## src/rtl/assert_macros.svh

```systemverilog
// ----------------------------------------------------------------------------
// assert_macros.svh
// shared concurrent assertion macros
// ----------------------------------------------------------------------------
`ifndef ASSERT_MACROS_SVH
`define ASSERT_MACROS_SVH

// checked on every clock edge outside reset
`define SCC_ASSERT(lbl, clk, rstn, prop, msg) \
    lbl: assert property (@(posedge clk) disable iff (!rstn) (prop)) else $error(msg);

// checked on every clock edge, reset included
`define SCC_ASSERT_ALWAYS(lbl, clk, prop, msg) \
    lbl: assert property (@(posedge clk) (prop)) else $error(msg);

`endif

```

## src/rtl/scc_pkg.sv

```systemverilog
// ----------------------------------------------------------------------------
// scc_pkg
// shared types and constants of the strongly connected components block
// ----------------------------------------------------------------------------
package scc_pkg;

    localparam int MAX_VERTICES_DEF = 32;
    localparam logic [5:0] VCOUNT_RESET = 6'd32;

    localparam logic [1:0] OP_ARC   = 2'd0;
    localparam logic [1:0] OP_EDGE  = 2'd1;
    localparam logic [1:0] OP_RUN   = 2'd2;
    localparam logic [1:0] OP_CLEAR = 2'd3;

    typedef enum logic [3:0] {
        ST_IDLE,
        ST_ADD_RD,
        ST_ADD_WR,
        ST_SEQ_RD,
        ST_SEQ_CHK,
        ST_STEP,
        ST_POP,
        ST_SCAN_RD,
        ST_SCAN_CHK,
        ST_EMIT_RD,
        ST_EMIT_OUT
    } state_t;

    typedef struct packed {
        logic clear_rows;
        logic latch_add;
        logic add_rd;
        logic add_wr;
        logic add_swap;
        logic run_init;
        logic start_tree;
        logic push;
        logic finish;
        logic pop;
        logic next_seq;
        logic begin_pass2;
        logic begin_scan;
        logic scan_next;
        logic emit_begin;
        logic emit_dec;
        logic load_out;
        logic chunk_end;
    } cmd_t;

    typedef struct packed {
        logic [1:0] in_op;
        logic       add_ok;
        logic       edge_op;
        logic       swapped;
        logic       pass2;
        logic       seq_white;
        logic       cand_any;
        logic       sp_one;
        logic       i_last;
        logic       root_flag;
        logic       emit_done;
        logic       j_last;
        logic       out_free;
    } status_t;

endpackage

```

## src/rtl/scc_ram.sv

```systemverilog
// ----------------------------------------------------------------------------
// scc_ram
// simple dual-port ram, one write port, one registered read port
// ----------------------------------------------------------------------------
module scc_ram #(
    parameter int WIDTH = 8,
    parameter int DEPTH = 32
) (
    input  logic                     aclk,
    input  logic                     we,
    input  logic [$clog2(DEPTH)-1:0] waddr,
    input  logic [WIDTH-1:0]         wdata,
    input  logic [$clog2(DEPTH)-1:0] raddr,
    output logic [WIDTH-1:0]         rdata
);

    logic [WIDTH-1:0] mem [DEPTH];
    logic [WIDTH-1:0] rdata_reg;

    always_ff @(posedge aclk) begin
        if (we) begin
            mem[waddr] <= wdata;
        end
        rdata_reg <= mem[raddr];
    end

    assign rdata = rdata_reg;

endmodule

```

## src/rtl/scc_ctrl.sv

```systemverilog
// ----------------------------------------------------------------------------
// scc_ctrl
// sequencer for loading, both search passes and result readout
// ----------------------------------------------------------------------------
module scc_ctrl (
    input  logic              aclk,
    input  logic              aresetn,
    input  logic              in_valid,
    output logic              in_ready,
    input  scc_pkg::status_t  status,
    output scc_pkg::cmd_t     cmd
);

    scc_pkg::state_t state_reg, state_next;

    always_ff @(posedge aclk) begin
        if (!aresetn) begin
            state_reg <= scc_pkg::ST_IDLE;
        end else begin
            state_reg <= state_next;
        end
    end

    // next state
    always_comb begin
        state_next = state_reg;
        case (state_reg)
            scc_pkg::ST_IDLE: begin
                if (in_valid) begin
                    if (status.in_op == scc_pkg::OP_RUN) begin
                        state_next = scc_pkg::ST_SEQ_RD;
                    end else if ((status.in_op == scc_pkg::OP_ARC ||
                                  status.in_op == scc_pkg::OP_EDGE) && status.add_ok) begin
                        state_next = scc_pkg::ST_ADD_RD;
                    end
                end
            end
            scc_pkg::ST_ADD_RD: state_next = scc_pkg::ST_ADD_WR;
            scc_pkg::ST_ADD_WR: begin
                if (status.edge_op && !status.swapped) state_next = scc_pkg::ST_ADD_RD;
                else state_next = scc_pkg::ST_IDLE;
            end
            scc_pkg::ST_SEQ_RD: state_next = scc_pkg::ST_SEQ_CHK;
            scc_pkg::ST_SEQ_CHK: begin
                if (status.seq_white) state_next = scc_pkg::ST_STEP;
                else if (!status.i_last) state_next = scc_pkg::ST_SEQ_RD;
                else if (!status.pass2) state_next = scc_pkg::ST_SEQ_RD;
                else state_next = scc_pkg::ST_SCAN_RD;
            end
            scc_pkg::ST_STEP: begin
                if (status.cand_any) state_next = scc_pkg::ST_STEP;
                else if (!status.sp_one) state_next = scc_pkg::ST_POP;
                else if (!status.i_last) state_next = scc_pkg::ST_SEQ_RD;
                else if (!status.pass2) state_next = scc_pkg::ST_SEQ_RD;
                else state_next = scc_pkg::ST_SCAN_RD;
            end
            scc_pkg::ST_POP: state_next = scc_pkg::ST_STEP;
            scc_pkg::ST_SCAN_RD: state_next = scc_pkg::ST_SCAN_CHK;
            scc_pkg::ST_SCAN_CHK: begin
                if (status.root_flag) state_next = scc_pkg::ST_EMIT_RD;
                else state_next = scc_pkg::ST_SCAN_RD;
            end
            scc_pkg::ST_EMIT_RD: state_next = scc_pkg::ST_EMIT_OUT;
            scc_pkg::ST_EMIT_OUT: begin
                if (status.out_free) begin
                    if (!status.emit_done) state_next = scc_pkg::ST_EMIT_RD;
                    else if (status.j_last) state_next = scc_pkg::ST_IDLE;
                    else state_next = scc_pkg::ST_SCAN_RD;
                end
            end
            default: state_next = scc_pkg::ST_IDLE;
        endcase
    end

    // commands
    always_comb begin
        cmd      = '0;
        in_ready = 1'b0;
        case (state_reg)
            scc_pkg::ST_IDLE: begin
                in_ready = 1'b1;
                if (in_valid) begin
                    case (status.in_op)
                        scc_pkg::OP_CLEAR: cmd.clear_rows = 1'b1;
                        scc_pkg::OP_RUN:   cmd.run_init   = 1'b1;
                        default:           cmd.latch_add  = status.add_ok;
                    endcase
                end
            end
            scc_pkg::ST_ADD_RD: cmd.add_rd = 1'b1;
            scc_pkg::ST_ADD_WR: begin
                cmd.add_wr   = 1'b1;
                cmd.add_swap = status.edge_op && !status.swapped;
            end
            scc_pkg::ST_SEQ_CHK: begin
                if (status.seq_white) begin
                    cmd.start_tree = 1'b1;
                end else begin
                    cmd.next_seq    = 1'b1;
                    cmd.begin_pass2 = status.i_last && !status.pass2;
                    cmd.begin_scan  = status.i_last && status.pass2;
                end
            end
            scc_pkg::ST_STEP: begin
                if (status.cand_any) begin
                    cmd.push = 1'b1;
                end else begin
                    cmd.finish = 1'b1;
                    if (status.sp_one) begin
                        cmd.next_seq    = 1'b1;
                        cmd.begin_pass2 = status.i_last && !status.pass2;
                        cmd.begin_scan  = status.i_last && status.pass2;
                    end
                end
            end
            scc_pkg::ST_POP: cmd.pop = 1'b1;
            scc_pkg::ST_SCAN_CHK: begin
                if (status.root_flag) cmd.emit_begin = 1'b1;
                else cmd.scan_next = 1'b1;
            end
            scc_pkg::ST_EMIT_OUT: begin
                if (status.out_free) begin
                    cmd.load_out  = 1'b1;
                    cmd.chunk_end = status.emit_done;
                    cmd.emit_dec  = !status.emit_done;
                end
            end
            default: cmd = '0;
        endcase
    end

endmodule

```

## src/rtl/scc_dpath.sv

```systemverilog
// ----------------------------------------------------------------------------
// scc_dpath
// adjacency memories, search stack, finish lists, counters and result register
// ----------------------------------------------------------------------------
module scc_dpath #(
    parameter int MAX_VERTICES = scc_pkg::MAX_VERTICES_DEF
) (
    input  logic              aclk,
    input  logic              aresetn,
    input  logic [5:0]        vertex_count,
    input  logic [1:0]        in_operation,
    input  logic [5:0]        in_from,
    input  logic [5:0]        in_to,
    input  scc_pkg::cmd_t     cmd,
    output scc_pkg::status_t  status,
    output logic              out_valid,
    input  logic              out_ready,
    output logic [5:0]        out_vertex,
    output logic [5:0]        out_component,
    output logic [5:0]        out_count,
    output logic              out_last
);

    localparam int IW = $clog2(MAX_VERTICES);
    localparam int CW = $clog2(MAX_VERTICES + 1);

    // active vertex count, clamped to 1..MAX_VERTICES
    logic [7:0]              cfg8;
    logic [CW-1:0]           n_act;
    logic [MAX_VERTICES-1:0] act_mask;

    assign cfg8 = {2'b00, vertex_count};

    always_comb begin
        if (cfg8 == 8'd0) n_act = CW'(1);
        else if (cfg8 > 8'(MAX_VERTICES)) n_act = CW'(MAX_VERTICES);
        else n_act = CW'(cfg8);
        for (int k = 0; k < MAX_VERTICES; k++) begin
            act_mask[k] = 8'(k) < 8'(n_act);
        end
    end

    // registers
    logic [IW-1:0]           a_reg, b_reg;
    logic                    edge_reg, swapped_reg;
    logic [MAX_VERTICES-1:0] fwd_valid_reg, rev_valid_reg;
    logic [MAX_VERTICES-1:0] white_reg;
    logic [IW-1:0]           top_reg, top_next;
    logic [CW-1:0]           sp_reg, i_reg, done_reg, total_reg;
    logic [CW-1:0]           j_reg, e_reg, cs_reg, label_reg;
    logic                    pass2_reg, emit_mode_reg;
    logic                    out_valid_reg;
    logic [5:0]              out_vertex_reg, out_component_reg, out_count_reg;
    logic                    out_last_reg;

    // memory ports
    logic [MAX_VERTICES-1:0] fwd_q, rev_q, fwd_wdata, rev_wdata;
    logic [IW-1:0]           fwd_raddr, rev_raddr;
    logic [IW-1:0]           stack_q, fin1_q;
    logic [IW:0]             fin2_q;
    logic [CW-1:0]           sp_m1, sp_m2, fin1_idx;

    // search signals
    logic [IW-1:0]           seq_v, cand_idx;
    logic [MAX_VERTICES-1:0] row_t, cand;

    assign sp_m1    = sp_reg - CW'(1);
    assign sp_m2    = sp_reg - CW'(2);
    assign fin1_idx = n_act - CW'(1) - i_reg;

    assign seq_v = pass2_reg ? fin1_q : i_reg[IW-1:0];

    assign row_t = pass2_reg ? (rev_valid_reg[top_reg] ? rev_q : '0)
                             : (fwd_valid_reg[top_reg] ? fwd_q : '0);
    assign cand  = row_t & white_reg;

    // lowest numbered white neighbor
    always_comb begin
        cand_idx = '0;
        for (int k = MAX_VERTICES - 1; k >= 0; k--) begin
            if (cand[k]) cand_idx = IW'(k);
        end
    end

    always_comb begin
        if (cmd.start_tree) top_next = seq_v;
        else if (cmd.push) top_next = cand_idx;
        else if (cmd.pop) top_next = stack_q;
        else top_next = top_reg;
    end

    assign fwd_raddr = cmd.add_rd ? a_reg : top_next;
    assign rev_raddr = cmd.add_rd ? b_reg : top_next;
    assign fwd_wdata = (fwd_valid_reg[a_reg] ? fwd_q : '0) | (MAX_VERTICES'(1) << b_reg);
    assign rev_wdata = (rev_valid_reg[b_reg] ? rev_q : '0) | (MAX_VERTICES'(1) << a_reg);

    scc_ram #(.WIDTH(MAX_VERTICES), .DEPTH(MAX_VERTICES)) u_fwd_ram (
        .aclk(aclk), .we(cmd.add_wr), .waddr(a_reg), .wdata(fwd_wdata),
        .raddr(fwd_raddr), .rdata(fwd_q)
    );

    scc_ram #(.WIDTH(MAX_VERTICES), .DEPTH(MAX_VERTICES)) u_rev_ram (
        .aclk(aclk), .we(cmd.add_wr), .waddr(b_reg), .wdata(rev_wdata),
        .raddr(rev_raddr), .rdata(rev_q)
    );

    scc_ram #(.WIDTH(IW), .DEPTH(MAX_VERTICES)) u_stack_ram (
        .aclk(aclk), .we(cmd.push), .waddr(sp_m1[IW-1:0]), .wdata(top_reg),
        .raddr(sp_m2[IW-1:0]), .rdata(stack_q)
    );

    scc_ram #(.WIDTH(IW), .DEPTH(MAX_VERTICES)) u_fin1_ram (
        .aclk(aclk), .we(cmd.finish && !pass2_reg), .waddr(done_reg[IW-1:0]),
        .wdata(top_reg), .raddr(fin1_idx[IW-1:0]), .rdata(fin1_q)
    );

    // second-pass finish list, msb marks a tree root
    scc_ram #(.WIDTH(IW + 1), .DEPTH(MAX_VERTICES)) u_fin2_ram (
        .aclk(aclk), .we(cmd.finish && pass2_reg), .waddr(done_reg[IW-1:0]),
        .wdata({sp_reg == CW'(1), top_reg}),
        .raddr(emit_mode_reg ? e_reg[IW-1:0] : j_reg[IW-1:0]), .rdata(fin2_q)
    );

    // control state
    always_ff @(posedge aclk) begin
        if (!aresetn) begin
            fwd_valid_reg <= '0;
            rev_valid_reg <= '0;
            edge_reg      <= 1'b0;
            swapped_reg   <= 1'b0;
            pass2_reg     <= 1'b0;
            emit_mode_reg <= 1'b0;
            out_valid_reg <= 1'b0;
            white_reg     <= '0;
            sp_reg        <= '0;
            i_reg         <= '0;
            done_reg      <= '0;
            total_reg     <= '0;
            j_reg         <= '0;
            e_reg         <= '0;
            cs_reg        <= '0;
            label_reg     <= '0;
        end else begin
            if (cmd.clear_rows) begin
                fwd_valid_reg <= '0;
                rev_valid_reg <= '0;
            end else if (cmd.add_wr) begin
                fwd_valid_reg[a_reg] <= 1'b1;
                rev_valid_reg[b_reg] <= 1'b1;
            end

            if (cmd.latch_add) begin
                edge_reg    <= in_operation == scc_pkg::OP_EDGE;
                swapped_reg <= 1'b0;
            end else if (cmd.add_swap) begin
                swapped_reg <= 1'b1;
            end

            if (cmd.run_init || cmd.begin_pass2) white_reg <= act_mask;
            else if (cmd.start_tree) white_reg[seq_v] <= 1'b0;
            else if (cmd.push) white_reg[cand_idx] <= 1'b0;

            if (cmd.start_tree) sp_reg <= CW'(1);
            else if (cmd.push) sp_reg <= sp_reg + CW'(1);
            else if (cmd.finish) sp_reg <= sp_m1;

            if (cmd.run_init || cmd.begin_pass2) i_reg <= '0;
            else if (cmd.next_seq) i_reg <= i_reg + CW'(1);

            if (cmd.run_init || cmd.begin_pass2) done_reg <= '0;
            else if (cmd.finish) done_reg <= done_reg + CW'(1);

            if (cmd.run_init) total_reg <= '0;
            else if (cmd.start_tree && pass2_reg) total_reg <= total_reg + CW'(1);

            if (cmd.run_init) pass2_reg <= 1'b0;
            else if (cmd.begin_pass2) pass2_reg <= 1'b1;

            if (cmd.begin_scan) begin
                j_reg         <= '0;
                cs_reg        <= '0;
                label_reg     <= CW'(1);
                emit_mode_reg <= 1'b0;
            end else if (cmd.scan_next) begin
                j_reg <= j_reg + CW'(1);
            end else if (cmd.emit_begin) begin
                e_reg         <= j_reg;
                emit_mode_reg <= 1'b1;
            end else if (cmd.emit_dec) begin
                e_reg <= e_reg - CW'(1);
            end else if (cmd.chunk_end) begin
                label_reg     <= label_reg + CW'(1);
                cs_reg        <= j_reg + CW'(1);
                j_reg         <= j_reg + CW'(1);
                emit_mode_reg <= 1'b0;
            end

            if (cmd.load_out) out_valid_reg <= 1'b1;
            else if (out_ready) out_valid_reg <= 1'b0;
        end
    end

    // payload
    always_ff @(posedge aclk) begin
        if (cmd.latch_add) begin
            a_reg <= IW'(in_from - 6'd1);
            b_reg <= IW'(in_to - 6'd1);
        end else if (cmd.add_swap) begin
            a_reg <= b_reg;
            b_reg <= a_reg;
        end
        top_reg <= top_next;
        if (cmd.load_out) begin
            out_vertex_reg    <= 6'(CW'(fin2_q[IW-1:0]) + CW'(1));
            out_component_reg <= 6'(label_reg);
            out_count_reg     <= 6'(total_reg);
            out_last_reg      <= (j_reg == n_act - CW'(1)) && (e_reg == cs_reg);
        end
    end

    // status
    assign status.in_op     = in_operation;
    assign status.add_ok    = in_from != 6'd0 && in_to != 6'd0 &&
                              {2'b00, in_from} <= 8'(n_act) && {2'b00, in_to} <= 8'(n_act);
    assign status.edge_op   = edge_reg;
    assign status.swapped   = swapped_reg;
    assign status.pass2     = pass2_reg;
    assign status.seq_white = white_reg[seq_v];
    assign status.cand_any  = |cand;
    assign status.sp_one    = sp_reg == CW'(1);
    assign status.i_last    = i_reg == n_act - CW'(1);
    assign status.root_flag = fin2_q[IW];
    assign status.emit_done = e_reg == cs_reg;
    assign status.j_last    = j_reg == n_act - CW'(1);
    assign status.out_free  = !out_valid_reg || out_ready;

    assign out_valid     = out_valid_reg;
    assign out_vertex    = out_vertex_reg;
    assign out_component = out_component_reg;
    assign out_count     = out_count_reg;
    assign out_last      = out_last_reg;

endmodule

```

## src/rtl/strongly_connected_components.sv

```systemverilog
// ----------------------------------------------------------------------------
// strongly_connected_components
// graph loader and two-pass depth-first component finder
// ----------------------------------------------------------------------------
//  channel   dir  beat contents
//  s_*       in   op, from, to: add arc, add edge, run, clear
//  m_*       out  vertex, component, component count; tlast on final beat
//  apb       in   vertex_count at byte address 0
//
//  add arc: a read-modify-write on the forward and reverse adjacency rams, one
//  row each per cycle; add edge: two, the second with from and to swapped;
//  clear: drops all row valid bits. run: each search pass reads then checks
//  each start vertex, pushes on a tree arc and pops on a return, through the
//  single row port of each ram; readout reads each result and each finish-list entry scanned
//  synchronous active-low reset clears all rows through row valid bits
//  the input is taken only between commands; a stalled m_tready holds the
//  search readout while the result register is full
// ----------------------------------------------------------------------------
`include "assert_macros.svh"

module strongly_connected_components #(
    parameter int MAX_VERTICES = scc_pkg::MAX_VERTICES_DEF
) (
    input  logic        aclk,
    input  logic        aresetn,
    // apb configuration
    input  logic        psel,
    input  logic        penable,
    input  logic        pwrite,
    input  logic [2:0]  paddr,
    input  logic [31:0] pwdata,
    output logic [31:0] prdata,
    output logic        pready,
    // command stream
    input  logic        s_tvalid,
    output logic        s_tready,
    input  logic [15:0] s_tdata,   // operation[1:0], from_vertex[7:2], to_vertex[13:8]
    // result stream
    output logic        m_tvalid,
    input  logic        m_tready,
    output logic [23:0] m_tdata,   // vertex[5:0], component[11:6], component_count[17:12]
    output logic        m_tlast
);

    logic [5:0]        vertex_count_reg;
    scc_pkg::cmd_t     cmd;
    scc_pkg::status_t  status;
    logic [5:0]        out_vertex, out_component, out_count;

    // register file: only vertex_count, addressed by paddr[2]
    always_ff @(posedge aclk) begin
        if (!aresetn) begin
            vertex_count_reg <= scc_pkg::VCOUNT_RESET;
        end else if (psel && penable && pwrite && !paddr[2]) begin
            vertex_count_reg <= pwdata[5:0];
        end
    end

    assign pready = 1'b1;
    assign prdata = paddr[2] ? 32'd0 : {26'd0, vertex_count_reg};

    scc_ctrl u_ctrl (
        .aclk     (aclk),
        .aresetn  (aresetn),
        .in_valid (s_tvalid),
        .in_ready (s_tready),
        .status   (status),
        .cmd      (cmd)
    );

    scc_dpath #(.MAX_VERTICES(MAX_VERTICES)) u_dpath (
        .aclk          (aclk),
        .aresetn       (aresetn),
        .vertex_count  (vertex_count_reg),
        .in_operation  (s_tdata[1:0]),
        .in_from       (s_tdata[7:2]),
        .in_to         (s_tdata[13:8]),
        .cmd           (cmd),
        .status        (status),
        .out_valid     (m_tvalid),
        .out_ready     (m_tready),
        .out_vertex    (out_vertex),
        .out_component (out_component),
        .out_count     (out_count),
        .out_last      (m_tlast)
    );

    assign m_tdata = {6'd0, out_count, out_component, out_vertex};

    // search steps never overlap
    `SCC_ASSERT(a_one_step, aclk, aresetn, $onehot0({cmd.start_tree, cmd.push, cmd.finish, cmd.pop}), "search steps overlap")
    // a result is never loaded over one not yet taken
    `SCC_ASSERT(a_no_overwrite, aclk, aresetn, cmd.load_out |-> (!m_tvalid || m_tready), "result overwritten")
    // no search work while commands are taken
    `SCC_ASSERT(a_idle_quiet, aclk, aresetn, s_tready |-> !(cmd.push || cmd.finish || cmd.load_out), "work while idle")
    // out of reset the block takes commands
    `SCC_ASSERT(a_reset_ready, aclk, aresetn, !$past(aresetn) |-> s_tready, "not ready after reset")
    // the config port never waits
    `SCC_ASSERT_ALWAYS(a_pready, aclk, pready, "config port stalled")

endmodule

```

## config.mk

```make
export PLATFORM = sky130hd
export DESIGN_NAME = strongly_connected_components
export DESIGN_NICKNAME = d
export VERILOG_FILES = /design/src/rtl/scc_pkg.sv /design/src/rtl/scc_ram.sv /design/src/rtl/scc_ctrl.sv /design/src/rtl/scc_dpath.sv /design/src/rtl/strongly_connected_components.sv
export VERILOG_INCLUDE_DIRS = /design/src /design/src/rtl
export SDC_FILE = /design/constraint.sdc
export NUM_CORES = 2
export LEC_CHECK = 0
export BUFFER_PORTS_ARGS = -buffer_cell sky130_fd_sc_hd__buf_2
export CAP_MARGIN = 0
export CORE_MARGIN = 4
export CORE_UTILIZATION = 30
export CTS_CLUSTER_SIZE = 25
export DETAILED_ROUTE_END_ITERATION = 6
export PLACE_DENSITY = 0.41
export SLEW_MARGIN = 25
export SYNTH_ARGS = -nofsm -noshare
export SYNTH_HDL_FRONTEND = slang
export SYNTH_SLANG_ARGS = --single-unit
```

## constraint.sdc

```tcl
create_clock -name aclk -period 6.2 [get_ports aclk]
set_input_delay 0 -clock aclk [delete_from_list [all_inputs] [get_ports aclk]]
set_output_delay 0 -clock aclk [all_outputs]
set_load 0.1 [all_outputs]
```

* Word-level counts from Yosys, hierarchy flattened
Memories as Yosys holds them, arrays and structs flattened. A register that Yosys moved wholly into a read port is not among the register bits.
Index checks and enable logic that the tools add are counted.
** Storage, ports and cells
- Logic and storage cells :: 324
- Memory bits (writable) :: 2560
- Memories kept :: 5
- Bits in registers :: 193
- Output and inout port bits :: 60
- Bits of input ports :: 58
** Memory list
- u_dpath.u_fwd_ram.mem :: words 32, bits a word 32, read ports 1, clocked after Yosys merged registers in 1, wr ports 1, RTL line scc_ram.sv:17 : logic [WIDTH-1:0] mem [DEPTH];
- u_dpath.u_rev_ram.mem :: words 32, bits a word 32, read ports 1, clocked after Yosys merged registers in 1, wr ports 1, RTL line scc_ram.sv:17
- u_dpath.u_fin2_ram.mem :: words 32, bits a word 6, read ports 1, clocked after Yosys merged registers in 1, wr ports 1, RTL line scc_ram.sv:17
- u_dpath.u_fin1_ram.mem :: words 32, bits a word 5, read ports 1, clocked after Yosys merged registers in 1, wr ports 1, RTL line scc_ram.sv:17
- u_dpath.u_stack_ram.mem :: words 32, bits a word 5, read ports 1, clocked after Yosys merged registers in 1, wr ports 1, RTL line scc_ram.sv:17
** Operators by class
- Shift operators :: 2
- Reduce and logical (&&, ||, !) cells :: 54
- Multiplexer cells :: 138
- Bitwise logic cells :: 14
- Order comparisons :: 44
- Equality and inequality tests :: 26
- Add/subtract/negate cells :: 14
** Operators by type and width (count)
- 32-bit 2-to-1 mux :: 8
- 5-bit 2-to-1 mux :: 43
- 32-bit OR :: 4
- 32-bit AND :: 3
- 5-bit by 6-bit < comparator with 1-bit output (first input constant) :: 16
- 6-bit 2-to-1 mux :: 11
- 32-bit NOT :: 2
- 1-bit by 5-bit << shifter with 32-bit output (first input constant) :: 2
- 4-bit by 6-bit < comparator with 1-bit output (first input constant) :: 8
- 4-bit one-hot mux with 11 select lines :: 1
- 1-bit 2-to-1 mux :: 43
- 4-bit 2-to-1 mux :: 10
- 6-bit by 1-bit adder with 6-bit output (second input constant) :: 6
- 32-bit OR reduction :: 1
- 5-bit by 6-bit < comparator with 1-bit output (second input constant) :: 5
- 1-bit binary-select mux with 5-bit select :: 5
- 3-bit by 6-bit < comparator with 1-bit output (first input constant) :: 4
- 3-bit 2-to-1 mux :: 7
- 1-bit demux with 5-bit select :: 4
- 5-bit by 1-bit greater-or-equal comparator with 1-bit output (second input constant) :: 4
- 6-bit == test :: 3
- 1-bit logical AND :: 18
- 6-bit by 1-bit subtractor with 6-bit output (second input constant) :: 3
- 4-bit by 3-bit == test with 1-bit output (second input constant) :: 4
- other kinds (31) :: 77

* Depth between registers and ports, before layout
- Depth after elaboration :: 46
- Depth in mapped cells :: 24
- Gate-level depth less buffers :: 16

* Modules after synthesis
A second synthesis with hierarchy kept.
** Second synthesis, totals
- Cells, all modules :: 7018
- Area, all modules :: 114578.6 µm²
** Modules (own cells, without submodules)
- scc_ram at u_dpath.u_fwd_ram ... :: area each 40485.1 µm², seq. area each 31390.1 µm², times used 2, cells an instance 2260
- scc_ram at u_dpath.u_fin1_ram ... :: area each 6344.8 µm², seq. area each 4904.7 µm², times used 2, cells an instance 277
- scc_dpath :: area each 12195.4 µm², seq. area each 3933.8 µm², times used 1, cells an instance 1472
- scc_ram at u_dpath.u_fin2_ram :: area each 7589.8 µm², seq. area each 5885.6 µm², times used 1, cells an instance 323
- scc_ctrl :: area each 570.5 µm², seq. area each 80.1 µm², times used 1, cells an instance 81
- strongly_connected_components :: area each 563.0 µm², seq. area each 120.1 µm², times used 1, cells an instance 68

* Worst setup path after synthesis
No wires, ideal clock.
- Path type :: register to register
- Start point :: register u_dpath.top_reg[2]
- End point :: register u_dpath.u_fwd_ram.rdata_reg[30], in the netlist u_dpath.u_fwd_ram.rdata[30], read port of u_dpath.u_fwd_ram.mem
- Period minus slack after synthesis :: 5.445 ns
- Stages on the path, launching flop included :: 20
- Data required time :: 6.076 ns
- Buffers on the path :: 4
- Arrival :: 5.321 ns
- Path slack :: 0.755 ns
- Setup time :: 0.124 ns
- Path through :: dfxtp_1 buf_2 and2_1 buf_2 a22oi_1 a211oi_1 a2111oi_4 buf_2 a22oi_1 nor2_1 a221o_1 o311ai_2 a21o_2 a21boi_4 a21oi_2 buf_6 mux4_2 and2_0 o31ai_1 nand3_1
** On the way
- Cells in the longest elaborated chain, start to end :: 40
- Elaborated cells on any way between the ends :: 47
- Classes of those cells :: mux: 45; bitwise: 1; reduce/logical: 1
** RTL lines
- start, declared :: RTL line scc_dpath.sv:48 : logic [IW-1:0] top_reg, top_next;
- start signal, assigned :: RTL line scc_dpath.sv:212 : top_reg <= top_next;
- 1-bit binary-select mux with 5-bit select (on tied branches) :: RTL line scc_dpath.sv:74, scc_dpath.sv:73
- 1-bit 2-to-1 mux (on tied branches) :: RTL line scc_dpath.sv:74, scc_dpath.sv:73
- 32-bit 2-to-1 mux (on tied branches) :: RTL line scc_dpath.sv:74, scc_dpath.sv:73
- 32-bit 2-to-1 mux :: RTL line scc_dpath.sv:73 : assign row_t = pass2_reg ? (rev_valid_reg[top_reg] ? rev_q : '0)
- 32-bit AND :: RTL line scc_dpath.sv:75 : assign cand = row_t & white_reg;
- 5-bit 2-to-1 mux (32 in a row) :: RTL line scc_dpath.sv:81 : if (cand[k]) cand_idx = IW'(k);
- 5-bit 2-to-1 mux * :: RTL line scc_dpath.sv:87 : else if (cmd.push) top_next = cand_idx;
- 5-bit 2-to-1 mux * :: RTL line scc_dpath.sv:86 : if (cmd.start_tree) top_next = seq_v;
- 5-bit 2-to-1 mux * :: RTL line scc_dpath.sv:92 : assign fwd_raddr = cmd.add_rd ? a_reg : top_next;
- end, declared :: RTL line scc_ram.sv:18 : logic [WIDTH-1:0] rdata_reg;
Mark *: on every way between the ends. The rest lies on a longest branch, timed or not. The select of a mux whose other input is x is not followed.
A chain may end at the register's enable or synchronous reset.

* Final worst setup path
- Start point :: register u_dpath.top_reg[1]
- End point :: register u_dpath.u_rev_ram.rdata_reg[30], in the netlist u_dpath.u_rev_ram.rdata[30], read port of u_dpath.u_rev_ram.mem
** On the way
- Cells in the longest elaborated chain, start to end :: 40
- Elaborated cells on any way between the ends :: 47
- Classes of those cells :: mux: 45; bitwise: 1; reduce/logical: 1
** RTL lines
- 1-bit binary-select mux with 5-bit select (on tied branches) :: RTL line scc_dpath.sv:74, scc_dpath.sv:73
- 1-bit 2-to-1 mux (on tied branches) :: RTL line scc_dpath.sv:74, scc_dpath.sv:73
- 32-bit 2-to-1 mux (on tied branches) :: RTL line scc_dpath.sv:74, scc_dpath.sv:73
- 32-bit 2-to-1 mux :: RTL line scc_dpath.sv:73
- 32-bit AND :: RTL line scc_dpath.sv:75
- 5-bit 2-to-1 mux (32 in a row) :: RTL line scc_dpath.sv:81
- 5-bit 2-to-1 mux * :: RTL line scc_dpath.sv:87
- 5-bit 2-to-1 mux * :: RTL line scc_dpath.sv:86
- 5-bit 2-to-1 mux * :: RTL line scc_dpath.sv:93 : assign rev_raddr = cmd.add_rd ? b_reg : top_next;
- end, declared :: RTL line scc_ram.sv:18
Marks and branches as above.

==> reports/qor.yml <==
pwr:
  power.share.combinational: 0.056
  power.static_leakage_nw: 45.6
  power_per_cell_area_nw_per_um2: 318
  sequential_cell_fraction_of_total_power: 0.504
  sw_share: 0.237
  total_switching_power_w: 0.0100
  power.internal_w: 0.0323
  worst_ir_drop_on_vdd_mv: 0.223
  clkPwrFrac: 0.440
floorplan:
  core_area_um2: 376000
  die_width_um: 622
  floorplan.die_area_um2: 387000
  pin_count: 118
  initial_utilization: 0.301
  rows: 225
  die_y_um: 622
timing:
  transition_time_at_the_pin_with_the_least_slew_margin_ns: 1.11
  setup_repair_after_global_routing_missed_its_margin: "no"
  period_needed_ns: 5.74
  timing.clock.skew_ns: 0.0770
  finalSetupViolations: 0
  rel_slew_slack: 0.259
  min_period_over_period: 0.926
  final_max_slew_viol_count: 0
  max_freq_ghz: 0.174
  final_layout_setup_total_negative_slack_ns: 0
  finalHoldViolCount: 0
clocking:
  tritoncts: "yes"
  clock_tree.htree_level_count: 5
  cts_inserted_buffers: 327
  clk-insertion-delay-late_ns: 0.94
  path_clk_slew_ns: 0.06
  clock_tree.buffer_depth: 4
  root_buffer: "sky130_fd_sc_hd__clkbuf_16"
  postCtsResizedCells: 0
  clkSinkCount: 2832
final_layout:
  drive_above_1_share: 0.153
  leading_cell_type_in_the_layout_fill_and_taps_excluded: "sky130_fd_sc_hd__edfxtp_1"
  area.growth.synth_to_final_pct: 17.7
  final_core_utilization: 0.355
  most-common-layout-cells: "sky130_fd_sc_hd__edfxtp_1 (2589), sky130_fd_sc_hd__nand2_1 (1550), sky130_fd_sc_hd__mux2i_1 (439)"
  nets: 8112
  final_cells: 13275
  top_regs: "u_dpath.u_fwd_ram.mem x1024, u_dpath.u_rev_ram.mem x1024, u_dpath.u_fin2_ram.mem x192"
routing:
  routed_wire_length_per_instance_um: 27.5
  drtAntennaViolNets: 0
  remaining_drc_errors: 0
  drt_first_pass_iters: 6
  route.vias.total: 67675
  routed_wl_mm: 365
  dr.first_iter.drc_count: 6066
  avgViaCountPerCell: 5.10
critical_path:
  path_class: "flip-flop to flip-flop"
  setup.reg_to_reg.worst_slack_ns: 0.46
  critPathCapture: "u_dpath.u_rev_ram.rdata[30]$_DFF_P_"
  r2r.worst_path.cells: 19
  end_kind: "flip-flop"
  critical_path.max_fanout: 52
  regToRegStartpoint: "u_dpath.top_reg[1]$_DFF_P_"
  required_ns: 6.96
  worstSetupStartpoint: "u_dpath.top_reg[1]$_DFF_P_"
  rr_endpoint: "u_dpath.u_rev_ram.rdata[30]$_DFF_P_"
  startpoint_type: "flip-flop"
  arrival_ns: 6.51
hold_path:
  worst_hold_path_type: "input pin to flip-flop"
global_route:
  groute.usage.overall: 0.183
  grt_start_max_net_pins: 75
  first_pass_grt_wire_length_mm: 518
  global_route.overflow_total: 0
  grt_antenna_before_repair: 15
  first_global_vias: 67719
placed_design:
  portBuffers: 54
  gpl.final_weighted_congestion: 0.869
  placed_cell_count: 12625
  place_hpwl_mm: 219
yosys:
  syn-instance-count: 7664
  register_bit_total_from_synthesis: 2832
  ys_flop_type: "sky130_fd_sc_hd__edfxtp_1"
  synth.yosys.warnings: 0
  synth_edf_count: 2589
  seq_area_frac_synth: 0.730
  postSynthAreaPerCell_um2: 14.8
  async_reset_ff_frac: 0
  netlist-cell-type-count: 97
  post_synthesis_instance_area_um2: 113000
run:
  maxCapViolations: 0
status:
  outcome: "finished, final reports clean"
## worst min-delay path by stage
stage | startpoint | end | cells past startpoint
2_1_floorplan | pwdata[0] | vertex_count_reg[0]$_SDFFE_PN0P_ | 2
3_3_place_gp | pwdata[0] | vertex_count_reg[0]$_SDFFE_PN0P_ | 3
3_5_place_dp | pwdata[3] | vertex_count_reg[3]$_SDFFE_PN0P_ | 3
4_1_cts | m_tready | u_ctrl.state_reg[1]$_SDFFE_PN0P_ | 5
5_1_grt | m_tready | u_ctrl.state_reg[1]$_SDFFE_PN0P_ | 5
6_report | m_tready | u_ctrl.state_reg[1]$_SDFFE_PN0P_ | 5
## worst max-delay path: stages, from the launching register on
cell and delay, ns:
sky130_fd_sc_hd__dfxtp_4 0.54, sky130_fd_sc_hd__buf_4 0.24, sky130_fd_sc_hd__mux2i_1 0.09, sky130_fd_sc_hd__a22oi_1 0.20, sky130_fd_sc_hd__a41oi_1 0.22, sky130_fd_sc_hd__a2111oi_4 0.45, sky130_fd_sc_hd__buf_12 0.26, sky130_fd_sc_hd__a21boi_0 0.36
sky130_fd_sc_hd__nand4bb_1 0.22, sky130_fd_sc_hd__a211oi_2 0.07, sky130_fd_sc_hd__o311ai_2 0.50, sky130_fd_sc_hd__a21oi_1 0.18, sky130_fd_sc_hd__o21ai_1 0.75, sky130_fd_sc_hd__nand2_4 0.27, sky130_fd_sc_hd__buf_12 0.27, sky130_fd_sc_hd__buf_12 0.21
sky130_fd_sc_hd__nand2_1 0.11, sky130_fd_sc_hd__nand2_1 0.06, sky130_fd_sc_hd__a221oi_1 0.30, sky130_fd_sc_hd__nand4_1 0.18
## area by class of cell
class	instances	area, um2
antenna	5	12.5
clock buffer	456	9060
clock inverter	138	1250
fill	35818	242000
inverter	48	180
multi-input combinational	4352	29600
sequential	2832	82600
tap	4994	6250
timing repair buffer	450	4200
## cell families (layout without fill, tap and decap cells)
logic type	count (synthesis)	count (layout)	synth area share
buffers and inverters	511	1092	0.0212
multiplexers	646	646	0.0771
XOR/XNOR	68	68	0.00526
adder cells (fa/ha/maj)	43	43	0.00482
flip-flops	2832	2832	0.730
AO/OA/AOI/OAI	926	926	0.0623
AND/OR/NAND/NOR	2636	2636	0.0990
other	2	38	0.0000664
## through the flow
| stage | power, W | cell area (um2) | setup WS, ns | hold slack (ns) |
|---|---|---|---|---|
| 2_1_floorplan | 0.0227 | 113000 | 0.755 | 0.144 |
| 4_1_cts | 0.0429 | 133000 | 0.547 | 0.0318 |
| 3_5_place_dp | 0.0241 | 122000 | 0.595 | 0.248 |
| 3_3_place_gp | 0.0241 | 122000 | 0.614 | 0.244 |
| 5_1_grt | 0.0438 | 133000 | 0.198 | 0.102 |
| 6_report | 0.0424 | 133000 | 0.456 | 0.0918 |
## what timing repair did
| action | 4_1_cts | 5_1_grt |
|---|---|---|
| hold endpoints to repair | 118 | 0 |
| buffers inserted | 0 | 0 |
| setup endpoints to repair | 0 | 0 |
| hold buffers | 49 | 0 |
## cell usage after synthesis (32+ instances only)
cell / n / share of area
sky130_fd_sc_hd__a32oi_1: 376 / 0.029
sky130_fd_sc_hd__o21ai_0: 131 / 0.0058
sky130_fd_sc_hd__xor2_1: 32 / 0.0025
sky130_fd_sc_hd__a21oi_1: 101 / 0.0045
sky130_fd_sc_hd__mux2i_1: 445 / 0.039
sky130_fd_sc_hd__dfxtp_1: 243 / 0.043
sky130_fd_sc_hd__clkbuf_1: 244 / 0.0081
sky130_fd_sc_hd__buf_1: 41 / 0.0014
sky130_fd_sc_hd__a22oi_1: 46 / 0.0031
sky130_fd_sc_hd__buf_2: 101 / 0.0045
sky130_fd_sc_hd__inv_1: 46 / 0.0015
sky130_fd_sc_hd__o211ai_1: 41 / 0.0027
sky130_fd_sc_hd__nor3_1: 96 / 0.0042
sky130_fd_sc_hd__xnor2_1: 36 / 0.0028
sky130_fd_sc_hd__nand4_1: 113 / 0.0062
sky130_fd_sc_hd__ha_1: 42 / 0.0046
sky130_fd_sc_hd__edfxtp_1: 2589 / 0.69
sky130_fd_sc_hd__nor2_1: 393 / 0.013
sky130_fd_sc_hd__buf_4: 59 / 0.0039
sky130_fd_sc_hd__o21a_1: 71 / 0.0047
sky130_fd_sc_hd__nand2_1: 1551 / 0.051
sky130_fd_sc_hd__mux4_2: 178 / 0.035
sky130_fd_sc_hd__nand3_1: 321 / 0.014
## power groups by stage
stage / Clock (W) / Combinational [W] / Sequential [W]
2_1_floorplan: 0 / 0.00140 / 0.0213
3_3_place_gp: 0 / 0.00235 / 0.0218
3_5_place_dp: 0 / 0.00236 / 0.0217
4_1_cts: 0.0191 / 0.00240 / 0.0213
5_1_grt: 0.0200 / 0.00255 / 0.0213
6_report: 0.0186 / 0.00238 / 0.0214
## layer usage
layer  routed length [um]  up-vias  global-route usage
met1               166000    35282               0.258
met5                   13        -                   0
met3                16700      504              0.0218
met2               173000     1867               0.300
li1                     -    30020                   -
met4                 9770        2              0.0497
Power figures use the tool's default switching activity.
